===== config.mk =====
export PLATFORM = sky130hd
export DESIGN_NAME = heartbeat_interval_detector
export DESIGN_NICKNAME = d
export VERILOG_FILES = /design/src/sv/hid_pkg.sv /design/src/sv/hid_cfg.sv /design/src/sv/hid_core.sv /design/src/sv/heartbeat_interval_detector.sv
export SDC_FILE = /design/constraint.sdc
export NUM_CORES = 1
export LEC_CHECK = 0
export ABC_AREA = 1
export BUFFER_PORTS_ARGS = -buffer_cell sky130_fd_sc_hd__buf_2
export CAP_MARGIN = 20
export CORE_MARGIN = 2
export CORE_UTILIZATION = 30
export CTS_CLUSTER_DIAMETER = 120
export DETAILED_ROUTE_END_ITERATION = 6
export PLACE_DENSITY_LB_ADDON = 0.1
export SETUP_SLACK_MARGIN = 0.5
export SLEW_MARGIN = 5
export SYNTH_ARGS = -nofsm -noshare
export SYNTH_HDL_FRONTEND = slang
export SYNTH_SLANG_ARGS = --single-unit

===== constraint.sdc =====
create_clock -name clk -period 9.9 [get_ports clk]
set_input_delay 1.485 -clock clk [delete_from_list [all_inputs] [get_ports clk]]
set_output_delay 1.485 -clock clk [all_outputs]
set_load 0.005 [all_outputs]

===== src/sv/hid_pkg.sv =====
// Shared types and constants for the heartbeat interval detector.
`default_nettype none

package hid_pkg;

    // Ring of legal intervals that are averaged; a power of two
    localparam int AVG_DEPTH = 4;
    localparam int RING_IDX_W = (AVG_DEPTH > 1) ? $clog2(AVG_DEPTH) : 1;
    localparam int RUN_W = $clog2(AVG_DEPTH + 1);
    localparam int SUM_W = 16 + RING_IDX_W;

    // Register reset values
    localparam logic [15:0] MIN_INTERVAL_RST = 16'd300;
    localparam logic [15:0] MAX_INTERVAL_RST = 16'd2000;
    localparam logic [3:0] CONFIRM_COUNT_RST = 4'd5;

    // Register indexes
    localparam logic [1:0] REG_MIN_INTERVAL = 2'd0;
    localparam logic [1:0] REG_MAX_INTERVAL = 2'd1;
    localparam logic [1:0] REG_CONFIRM_COUNT = 2'd2;

    localparam logic [3:0] FALL_COUNT_MAX = 4'd15;
    localparam logic [15:0] ERROR_COUNT_MAX = 16'hFFFF;

    typedef struct packed {
        logic [15:0] min_interval_ms;
        logic [15:0] max_interval_ms;
        logic [3:0] confirm_count;
    } hid_cfg_t;

    typedef struct packed {
        logic beat_valid;
        logic [15:0] avg_interval_ms;
        logic [31:0] phase_delay_ms;
        logic [15:0] early_peak_errors;
    } hid_result_t;

endpackage

`default_nettype wire


===== src/sv/hid_cfg.sv =====
// Configuration register file of the heartbeat interval detector.
`default_nettype none

module hid_cfg
    import hid_pkg::*;
(
    input wire logic clk,
    input wire logic rst_n,
    input wire logic wr_en,
    input wire logic [1:0] wr_index,
    input wire logic [15:0] wr_data,
    output hid_cfg_t cfg
);

    hid_cfg_t cfg_reg;
    hid_cfg_t cfg_next;

    always_comb
    begin
        cfg_next = cfg_reg;
        if (wr_en)
        begin
            case (wr_index)
                REG_MIN_INTERVAL: cfg_next.min_interval_ms = wr_data;
                REG_MAX_INTERVAL: cfg_next.max_interval_ms = wr_data;
                REG_CONFIRM_COUNT: cfg_next.confirm_count = wr_data[3:0];
                default: cfg_next = cfg_reg;   // unused index, write dropped
            endcase
        end
    end

    always_ff @(posedge clk or negedge rst_n)
    begin
        if (!rst_n)
        begin
            cfg_reg.min_interval_ms <= MIN_INTERVAL_RST;
            cfg_reg.max_interval_ms <= MAX_INTERVAL_RST;
            cfg_reg.confirm_count <= CONFIRM_COUNT_RST;
        end
        else
        begin
            cfg_reg <= cfg_next;
        end
    end

    assign cfg = cfg_reg;

endmodule

`default_nettype wire


===== src/sv/hid_core.sv =====
// Peak tracking, beat confirmation, interval ring and averaging state.
`default_nettype none

module hid_core
    import hid_pkg::*;
(
    input wire logic clk,
    input wire logic rst_n,
    input wire logic go,
    input wire logic signed [15:0] sample,
    input wire logic [31:0] time_ms,
    input wire hid_cfg_t cfg,
    output hid_result_t result
);

    logic seen_first_reg, seen_first_next;
    logic signed [15:0] prev_sample_reg, prev_sample_next;
    logic [31:0] prev_time_reg, prev_time_next;
    logic [31:0] peak_time_reg, peak_time_next;
    logic [31:0] last_beat_reg, last_beat_next;
    logic [3:0] fall_count_reg, fall_count_next;
    logic [RUN_W-1:0] legal_run_reg, legal_run_next;
    logic [RING_IDX_W-1:0] ring_idx_reg, ring_idx_next;
    logic [15:0] ring_reg [AVG_DEPTH];
    logic [15:0] avg_reg, avg_next;
    logic [15:0] err_reg, err_next;

    logic fall;
    logic confirm;
    logic legal;
    logic ring_wr;
    logic fire;
    logic [3:0] fall_inc;
    logic [31:0] peak_eff;
    logic [31:0] interval;
    logic [RUN_W-1:0] run_inc;
    logic [SUM_W-1:0] sum;
    logic [15:0] avg_new;

    always_comb
    begin
        fall = seen_first_reg && (sample < prev_sample_reg);
        fall_inc = fall_count_reg + 4'd1;
        // first fall of a run marks the previous sample as the peak
        peak_eff = (fall && (fall_count_reg == 4'd0)) ? prev_time_reg : peak_time_reg;
        confirm = fall && (fall_count_reg != FALL_COUNT_MAX) && (fall_inc == cfg.confirm_count);
        interval = peak_eff - last_beat_reg;
        legal = (interval >= {16'd0, cfg.min_interval_ms})
            && (interval <= {16'd0, cfg.max_interval_ms});
        run_inc = (legal_run_reg == RUN_W'(AVG_DEPTH)) ? legal_run_reg
            : legal_run_reg + RUN_W'(1);
        ring_wr = confirm && legal;
        fire = ring_wr && (run_inc == RUN_W'(AVG_DEPTH));

        sum = '0;
        for (int i = 0; i < AVG_DEPTH; i++)
        begin
            if (ring_idx_reg == RING_IDX_W'(i))
                sum = sum + SUM_W'(interval[15:0]);
            else
                sum = sum + SUM_W'(ring_reg[i]);
        end
        avg_new = 16'(sum / AVG_DEPTH);

        seen_first_next = 1'b1;
        prev_sample_next = sample;
        prev_time_next = time_ms;
        peak_time_next = peak_eff;
        last_beat_next = confirm ? peak_eff : last_beat_reg;
        fall_count_next = fall_count_reg;
        err_next = err_reg;
        if (fall)
        begin
            if (fall_count_reg != FALL_COUNT_MAX)
                fall_count_next = fall_inc;
        end
        else if (seen_first_reg)
        begin
            // run ended before it ran past the confirm count
            if ((fall_count_reg <= cfg.confirm_count) && (err_reg != ERROR_COUNT_MAX))
                err_next = err_reg + 16'd1;
            fall_count_next = 4'd0;
        end

        legal_run_next = legal_run_reg;
        if (confirm)
            legal_run_next = legal ? run_inc : '0;
        ring_idx_next = ring_idx_reg;
        if (ring_wr)
            ring_idx_next = (ring_idx_reg == RING_IDX_W'(AVG_DEPTH - 1)) ? '0
                : ring_idx_reg + RING_IDX_W'(1);
        avg_next = fire ? avg_new : avg_reg;

        result.beat_valid = fire;
        result.avg_interval_ms = avg_next;
        result.phase_delay_ms = fire ? (time_ms - peak_eff) : 32'd0;
        result.early_peak_errors = err_next;
    end

    always_ff @(posedge clk or negedge rst_n)
    begin
        if (!rst_n)
        begin
            seen_first_reg <= 1'b0;
            prev_sample_reg <= '0;
            prev_time_reg <= '0;
            peak_time_reg <= '0;
            last_beat_reg <= '0;
            fall_count_reg <= '0;
            legal_run_reg <= '0;
            ring_idx_reg <= '0;
            avg_reg <= '0;
            err_reg <= '0;
            for (int i = 0; i < AVG_DEPTH; i++)
                ring_reg[i] <= '0;
        end
        else if (go)
        begin
            seen_first_reg <= seen_first_next;
            prev_sample_reg <= prev_sample_next;
            prev_time_reg <= prev_time_next;
            peak_time_reg <= peak_time_next;
            last_beat_reg <= last_beat_next;
            fall_count_reg <= fall_count_next;
            legal_run_reg <= legal_run_next;
            ring_idx_reg <= ring_idx_next;
            avg_reg <= avg_next;
            err_reg <= err_next;
            if (ring_wr)
                ring_reg[ring_idx_reg] <= interval[15:0];
        end
    end

    // an average only comes out once the run is full
    assert property (@(posedge clk) disable iff (!rst_n)
        go && result.beat_valid |=> legal_run_reg == RUN_W'(AVG_DEPTH))
        else $error("beat reported without a full legal run");

    // error counter never goes backwards
    assert property (@(posedge clk) disable iff (!rst_n)
        go |=> err_reg >= $past(err_reg))
        else $error("early peak error count decreased");

    // phase delay only travels with a beat
    assert property (@(posedge clk) disable iff (!rst_n)
        go && !result.beat_valid |-> result.phase_delay_ms == 32'd0)
        else $error("phase delay computed without a beat");

endmodule

`default_nettype wire


===== src/sv/heartbeat_interval_detector.sv =====
// Top level of the heartbeat interval detector: channels, input and result registers.
//
// Usage:
//   s_* channel: one word per sensor sample. tdata[15:0] = sample (signed Q8.8),
//     tdata[47:16] = time_ms. The first sample after reset is only stored.
//   m_* channel: exactly one word per sample. tuser = beat_valid, tdata[15:0] =
//     averaged beat interval, tdata[47:16] = phase delay since the beat (zero
//     unless beat_valid), tdata[63:48] = saturating early-peak error count.
//   cfg_* channel: register writes, always ready. Index 0 = min interval,
//     1 = max interval, 2 = confirm count; index 3 is dropped. Write only while
//     no sample is in flight.
// Path: an accepted sample waits in the input register until the result register is
//   free or draining; its result word is then registered and shown on m_*.
// Throughput: one sample per cycle while m_* is not held; the whole update is a
//   single pass between the input register and the result register.
// Stall: a held result keeps its word; one more sample waits in the input
//   register, then s_tready drops until m_tready returns.
// Reset: rst_n clears the control and core state (not the payload registers),
//   registers return to 300 / 2000 / 5, no words are pending.
`default_nettype none

module heartbeat_interval_detector
    import hid_pkg::*;
(
    input wire logic clk,
    input wire logic rst_n,
    input wire logic s_tvalid,
    output logic s_tready,
    input wire logic [47:0] s_tdata,      // [15:0] sample, [47:16] time_ms
    output logic m_tvalid,
    input wire logic m_tready,
    output logic [63:0] m_tdata,          // [15:0] avg_interval_ms,
                                          // [47:16] phase_delay_ms,
                                          // [63:48] early_peak_errors
    output logic m_tuser,                 // [0] beat_valid
    input wire logic cfg_valid,
    output logic cfg_ready,
    input wire logic [1:0] cfg_index,
    input wire logic [15:0] cfg_data
);

    hid_cfg_t cfg;
    hid_result_t result;

    logic in_valid_reg;
    logic signed [15:0] in_sample_reg;
    logic [31:0] in_time_reg;
    logic out_valid_reg;
    hid_result_t out_reg;
    logic go;

    assign cfg_ready = 1'b1;

    hid_cfg u_cfg (
        .clk(clk),
        .rst_n(rst_n),
        .wr_en(cfg_valid && cfg_ready),
        .wr_index(cfg_index),
        .wr_data(cfg_data),
        .cfg(cfg)
    );

    // process the held sample when the result register is free or draining
    assign go = in_valid_reg && (!out_valid_reg || m_tready);
    assign s_tready = !in_valid_reg || go;

    hid_core u_core (
        .clk(clk),
        .rst_n(rst_n),
        .go(go),
        .sample(in_sample_reg),
        .time_ms(in_time_reg),
        .cfg(cfg),
        .result(result)
    );

    always_ff @(posedge clk or negedge rst_n)
    begin
        if (!rst_n)
        begin
            in_valid_reg <= 1'b0;
            out_valid_reg <= 1'b0;
        end
        else
        begin
            if (s_tready)
                in_valid_reg <= s_tvalid;
            if (go)
                out_valid_reg <= 1'b1;
            else if (m_tready)
                out_valid_reg <= 1'b0;
        end
    end

    // payload, no reset
    always_ff @(posedge clk)
    begin
        if (s_tvalid && s_tready)
        begin
            in_sample_reg <= s_tdata[15:0];
            in_time_reg <= s_tdata[47:16];
        end
        if (go)
            out_reg <= result;
    end

    assign m_tvalid = out_valid_reg;
    assign m_tuser = out_reg.beat_valid;
    assign m_tdata = {out_reg.early_peak_errors, out_reg.phase_delay_ms,
        out_reg.avg_interval_ms};

    // a processed sample always lands in the result register
    assert property (@(posedge clk) disable iff (!rst_n)
        go |=> out_valid_reg)
        else $error("processed sample lost its result slot");

    // a waiting sample is kept until processed
    assert property (@(posedge clk) disable iff (!rst_n)
        in_valid_reg && !go |=> in_valid_reg && $stable(in_time_reg))
        else $error("waiting sample dropped or changed");

    // phase delay is only reported with a beat
    assert property (@(posedge clk) disable iff (!rst_n)
        m_tvalid && !m_tuser |-> m_tdata[47:16] == 32'd0)
        else $error("phase delay without a beat");

endmodule

`default_nettype wire


==> results of run 1 <==
-- cell families (layout without fill, tap and decap cells) --
family | count (synthesis) | after routing | synth area share [%]
muxes | 2 | 2 | 0.0941
adders and majority gates | 176 | 176 | 9.88
buffers and inverters | 529 | 706 | 8.96
and+or+nand+nor | 1170 | 1170 | 21.9
other | 1 | 1 | 0.0166
DFF | 369 | 369 | 43.4
xor gates and xnor gates | 95 | 95 | 3.68
AOI/OAI and AO/OA | 515 | 515 | 12.1
-- metal layers --
layer / vias to the layer above / wire length [microns]
met3: 95 / 1890
met4: 0 / 1770
met5: - / 0
met2: 268 / 29300
met1: 8609 / 29600
li1: 9553 / -
-- final timing paths --
path	startpoint	end	slack, ns	depth (start not counted)
worst max-delay path	in_sample_reg[9]	m_tdata[15]	1.51	45
worst min-delay path	u_core.avg_reg[14]	u_core.avg_reg[14]	0.48	2
worst max register to register	in_sample_reg[9]	m_tdata[15]	1.51	45
worst min register to register	u_core.avg_reg[14]	u_core.avg_reg[14]	0.48	2
max in group asynchronous	rst_n	u_core.last_beat_reg[25]	6.93	3
min in group asynchronous	rst_n	u_core.err_reg[0]	0.83	1
-- placed cells by master (no fill, tap or decap), types with 5 or more instances in the layout --
cell type and instances:
nand3_1 113, ha_1 171, clkbuf_1 8, o21bai_1 8, nand4_1 54, o221ai_1 5, buf_2 136, inv_1 441
xnor2_1 16, buf_4 31, o21ai_0 265, o21a_1 8, nor3_1 31, nor2_2 7, xor2_1 76, and2_1 10
nand2_1 745, a21oi_1 157, nor4_1 8, clkbuf_16 48, a21o_1 6, or2_2 20, dfstp_2 12, edfxtp_1 113
a31oi_1 9, dfrtp_1 244, bufinv_16 5, o21ai_1 35, clkinv_2 7, nor2_1 164, clkbuf_8 8
-- repair_timing --
action                     in CTS  in global routing
gates resized for setup         0                  5
hold buffers                    0                  0
setup endpoints to repair       0                  7
setup buffers                   0                  0
-- metrics by stage --
step | instance area, sq um | setup slack [ns] | cells | util, % | hold slack (ns)
after floorplan | 22600 | 2.74 | 2857 | - | 0.444
after global placement | 24400 | 1.29 | 3912 | 32.8 | 0.460
after detailed placement | 24400 | 1.12 | 3912 | 32.8 | 0.465
after CTS | 26100 | 1.10 | 4002 | 35.0 | 0.480
after global routing | 26100 | 0.552 | 4003 | 35.1 | 0.489
final | 26100 | 1.51 | 4003 | 35.1 | 0.476
-- layout make-up --
cell class | instances | share of cell area (%)
multi-input combinational | 1959 | 41.4
sequential | 369 | 37.6
inverter | 446 | 6.44
clock buffer | 64 | 5.14
tap | 969 | 4.64
timing repair buffer | 170 | 3.66
clock inverter | 26 | 1.17
-- worst register-to-register path, delay by kind of cell (launching register included) --
family | cells | cell delay [ns]
and+or+nand+nor | 15 | 1.85
adders and majority gates | 5 | 1.66
xor gates and xnor gates | 3 | 0.68
AOI/OAI and AO/OA | 15 | 2.78
buffers and inverters | 7 | 0.77
DFF | 1 | 0.39
==> impl_metrics.env, run 1 <==
export IMPL_status="finished, final reports clean"
export IMPL_multiInputGateArea_sq_mm=0.0108
export IMPL_grtUsageMet3_pct=2.12
export IMPL_yosysMostFrequentCell="nand2_1"
export IMPL_setup_tns_ns=0
export IMPL_grt_usage_pct=16.3
export IMPL_ys_seq_elements=369
export IMPL_path_common_cell="nand2_1"
export IMPL_clockBufferDepth=3
export IMPL_syn_inst=2857
export IMPL_drc=0
export IMPL_grt_pass1_vias=18900
export IMPL_ys_types=55
export IMPL_start_kind="flop"
export IMPL_critical_path_top_delay_family="compound AO/OA/AOI/OAI gates"
export IMPL_synth_top_flop_cell="dfrtp_1"
export IMPL_fill_cells=7791
export IMPL_wl_mm=62.5
export IMPL_skew_ns=0.0217
export IMPL_antenna_found_initial=0
export IMPL_synth_area_top_cells="dfrtp_1 (27%), edfxtp_1 (15%), nand2_1 (12%)"
export IMPL_async_flop_share_pct=69.4
export IMPL_grt_busiest_layer="met2"
export IMPL_tightest_slew_ns=1.03
export IMPL_die_x_microns=278
export IMPL_cts_root_buffer="clkbuf_16"
export IMPL_std_cell_rows=100
export IMPL_die_h_microns=278
export IMPL_grt_pass1_wl_mm=102
export IMPL_vias=18500
export IMPL_yosysTopAreaCell="dfrtp_1"
export IMPL_hp_class="flop to flop"
export IMPL_ant_nets=0
export IMPL_core_area_sq_mm=0.0744
export IMPL_period_share_pct=84.8
export IMPL_critPathBufInv=7
export IMPL_first_iter_violations=935
export IMPL_grt_remaining_overflow=0
export IMPL_synth_seq_area_share_pct=43.4
export IMPL_cts_inserted_buffers=48
export IMPL_hold_viol_final=0
export IMPL_antenna_cells=0
export IMPL_initial_core_util_pct=30.3
export IMPL_grtUsageMet2_pct=27.8
export IMPL_via_per_inst=4.63
export IMPL_syn2layout_area_growth_pct=15.6
export IMPL_cp_required_ns=10.25
export IMPL_htree_levels=2
export IMPL_critPathKind="flop to flop"
export IMPL_cts_clk_slew_worst_paths_ns=0.06
export IMPL_portBuffers=137
export IMPL_grt_max_degree=83
export IMPL_synth_top_area_share_pct=27.0
export IMPL_io_pins=139
export IMPL_finalSetupViolCount=0
export IMPL_routedWlPerCell_microns=15.6
export IMPL_cp_slowest_cell="ha_1"
export IMPL_regArea_sq_mm=0.00981
export IMPL_synth_edff_count=113
export IMPL_finalNetCount=3241
export IMPL_cts_tree="yes"
export IMPL_relSlewSlack_pct=31.3
export IMPL_yosys_top_cells_count="nand2_1 (746), inv_1 (442), o21ai_0 (265)"
export IMPL_max_cap_viol_count=0
export IMPL_routabilityCongestion=0.911
export IMPL_drive_gt1_share_pct=10.4
export IMPL_syn_nets=3104
export IMPL_netlist_area_sq_mm=0.0226
export IMPL_cp_end_kind="flop"
export IMPL_hpwlAfterDp_mm=46.5
export IMPL_finalWorstPathRequiredPeriod_ns=8.39
export IMPL_dr_pass1_iters=5
export IMPL_cp_max_fo=46
export IMPL_rsz0062_at_grt="no"
export IMPL_max_stage_delay_ns=0.41
export IMPL_maxClockFrequency_ghz=0.119
export IMPL_maxSlewViolCount=0
export IMPL_grt_met1_usage_pct=21.6
export IMPL_syn_area_per_cell_sq_um=7.91
export IMPL_arrival_ns=8.74
export IMPL_clk_latency_ns=0.59
export IMPL_ys_warn_count=0
export IMPL_fp_dieArea_sq_mm=0.0775
export IMPL_cts_sinks=369
Power of run 1 is left out: the tool's default activity adds up to more than one toggle a clock period on the data nets, which glitch-free logic cannot reach.
==> inputs of run 2 (changes only) <==
==> constraint.sdc (replaced) <==
create_clock -name clk -period 7.52 [get_ports clk]
set_input_delay 1.128 -clock clk [delete_from_list [all_inputs] [get_ports clk]]
set_output_delay 1.128 -clock clk [all_outputs]
set_load 0.005 [all_outputs]
==> run 2 against run 1 <==
Compared with the run above: first-iteration DRC count rose by 3.1%; final area rose by 6.6%; sequential share of layout area fell by 2.3 points; highest routed layer unchanged.
==> impl_metrics.env, run 2 (synthesis results as in run 1) <==
export IMPL_status="finished, final reports clean"
export IMPL_clockBufferDepth=3
export IMPL_routabilityCongestion=0.878
export IMPL_max_stage_delay_ns=0.44
export IMPL_fp_dieArea_sq_mm=0.0775
export IMPL_cts_inserted_buffers=48
export IMPL_arrival_ns=7.21
export IMPL_max_cap_viol_count=0
export IMPL_drc=0
export IMPL_grt_max_degree=173
export IMPL_cp_slowest_cell="edfxtp_1"
export IMPL_grt_busiest_layer="met2"
export IMPL_cts_sinks=369
export IMPL_wl_mm=63.9
export IMPL_cp_max_fo=42
export IMPL_vias=18900
export IMPL_r2r_cells=46
export IMPL_maxClockFrequency_ghz=0.145
export IMPL_core_area_sq_mm=0.0744
export IMPL_die_x_microns=278
export IMPL_cts_clk_slew_worst_paths_ns=0.06
export IMPL_timing_rr_end="m_tdata[15]"
export IMPL_worstHoldEndpoint="u_core.avg_reg[9]"
export IMPL_tightest_slew_ns=1.15
export IMPL_grt_met1_usage_pct=21.6
export IMPL_std_cell_rows=100
export IMPL_start_kind="flop"
export IMPL_routedWlPerCell_microns=15.5
export IMPL_initial_core_util_pct=30.3
export IMPL_antenna_found_initial=0
export IMPL_cp_required_ns=7.86
export IMPL_path_common_cell="nand2_1"
export IMPL_finalWorstPathRequiredPeriod_ns=6.88
export IMPL_setup_tns_ns=0
export IMPL_maxSlewViolCount=0
export IMPL_final_common_cell="nand2_1"
export IMPL_grt_remaining_overflow=0
export IMPL_grt_pass1_wl_mm=102
export IMPL_min_from="u_core.avg_reg[9]"
export IMPL_cts_root_buffer="clkbuf_16"
export IMPL_antenna_cells=0
export IMPL_rrSetupSlack_ns=0.64
export IMPL_grt_pass1_vias=19100
export IMPL_io_pins=139
export IMPL_ant_nets=0
export IMPL_first_iter_violations=964
export IMPL_whs_path_depth=2
export IMPL_layout_common_cells="nand2_1 (721), inv_1 (420), dfrtp_1 (244)"
export IMPL_portBuffers=137
export IMPL_via_per_inst=4.59
export IMPL_cts_tree="yes"
export IMPL_hpwlAfterDp_mm=46.7
export IMPL_r2r_start="in_sample_reg[11]"
export IMPL_skew_ns=0.0254
export IMPL_finalSetupViolCount=0
export IMPL_period_share_pct=91.4
export IMPL_grtUsageMet3_pct=2.35
export IMPL_grtUsageMet2_pct=28.1
export IMPL_relSlewSlack_pct=22.4
export IMPL_worstSetupStartpoint="in_sample_reg[11]"
export IMPL_htree_levels=2
export IMPL_critPathKind="flop to flop"
export IMPL_hold_viol_final=0
export IMPL_grt_usage_pct=16.4
export IMPL_clk_latency_ns=0.59
export IMPL_finalNetCount=3363
export IMPL_cp_end_kind="flop"
export IMPL_hp_class="flop to flop"
export IMPL_syn2layout_area_growth_pct=23.2
export IMPL_drive_gt1_share_pct=18.5
export IMPL_dr_pass1_iters=7
export IMPL_die_h_microns=278
export IMPL_rsz0062_at_grt="yes"
-- run 2: critical path, delay by kind of cell, from the launching register on --
kind,cells,cell delay (ns)
compound gates,10,1.35
xor+xnor,3,0.53
fa+ha+maj,5,1.49
buf+inv,10,1.10
flops,1,0.44
simple gates,18,1.72
-- run 2: layer usage --
layer	routed length (microns)	up-vias	part of all wire, %
met1	29800	8779	47
met4	1570	0	2.5
met5	0	-	0
met2	30600	262	48
met3	1890	87	3.0
li1	-	9796	-
-- run 2: timing repair --
item	CTS	global route
setup endpoints to repair	14	59
gates resized for setup	71	170
setup buffers	26	37
hold buffers	0	0
pin swaps	28	78
gates cloned	0	0
-- run 2: through the flow --
step	worst slack (ns)	util [%]	cells	area, sq um	hold WS [ns]
after floorplan	0.502	-	2857	22600	0.444
after global placement	0.256	33.5	3971	24900	0.458
after detailed placement	0.0982	33.5	3972	24900	0.465
after CTS	0.507	36.1	4087	26900	0.481
after global routing	0.158	37.4	4124	27800	0.496
final	0.645	37.4	4124	27800	0.477
-- run 2: cell type report --
cell class,instances,area (sq um)
clock inverter,17,205
sequential,369,9810
multi-input combinational,1959,11600
inverter,446,1690
fill,7736,46600
timing repair buffer,292,1930
clock buffer,72,1340
tap,969,1210
-- run 2: how the worst max path moves through the flow --
stage,end,cells after the start
after global routing,m_tdata[14],49
after detailed placement,m_tdata[15],48
final,m_tdata[15],46
after global placement,m_tdata[15],48
after floorplan,m_tdata[15],47
after CTS,m_tdata[15],44
Power of run 2 is left out for the same reason.
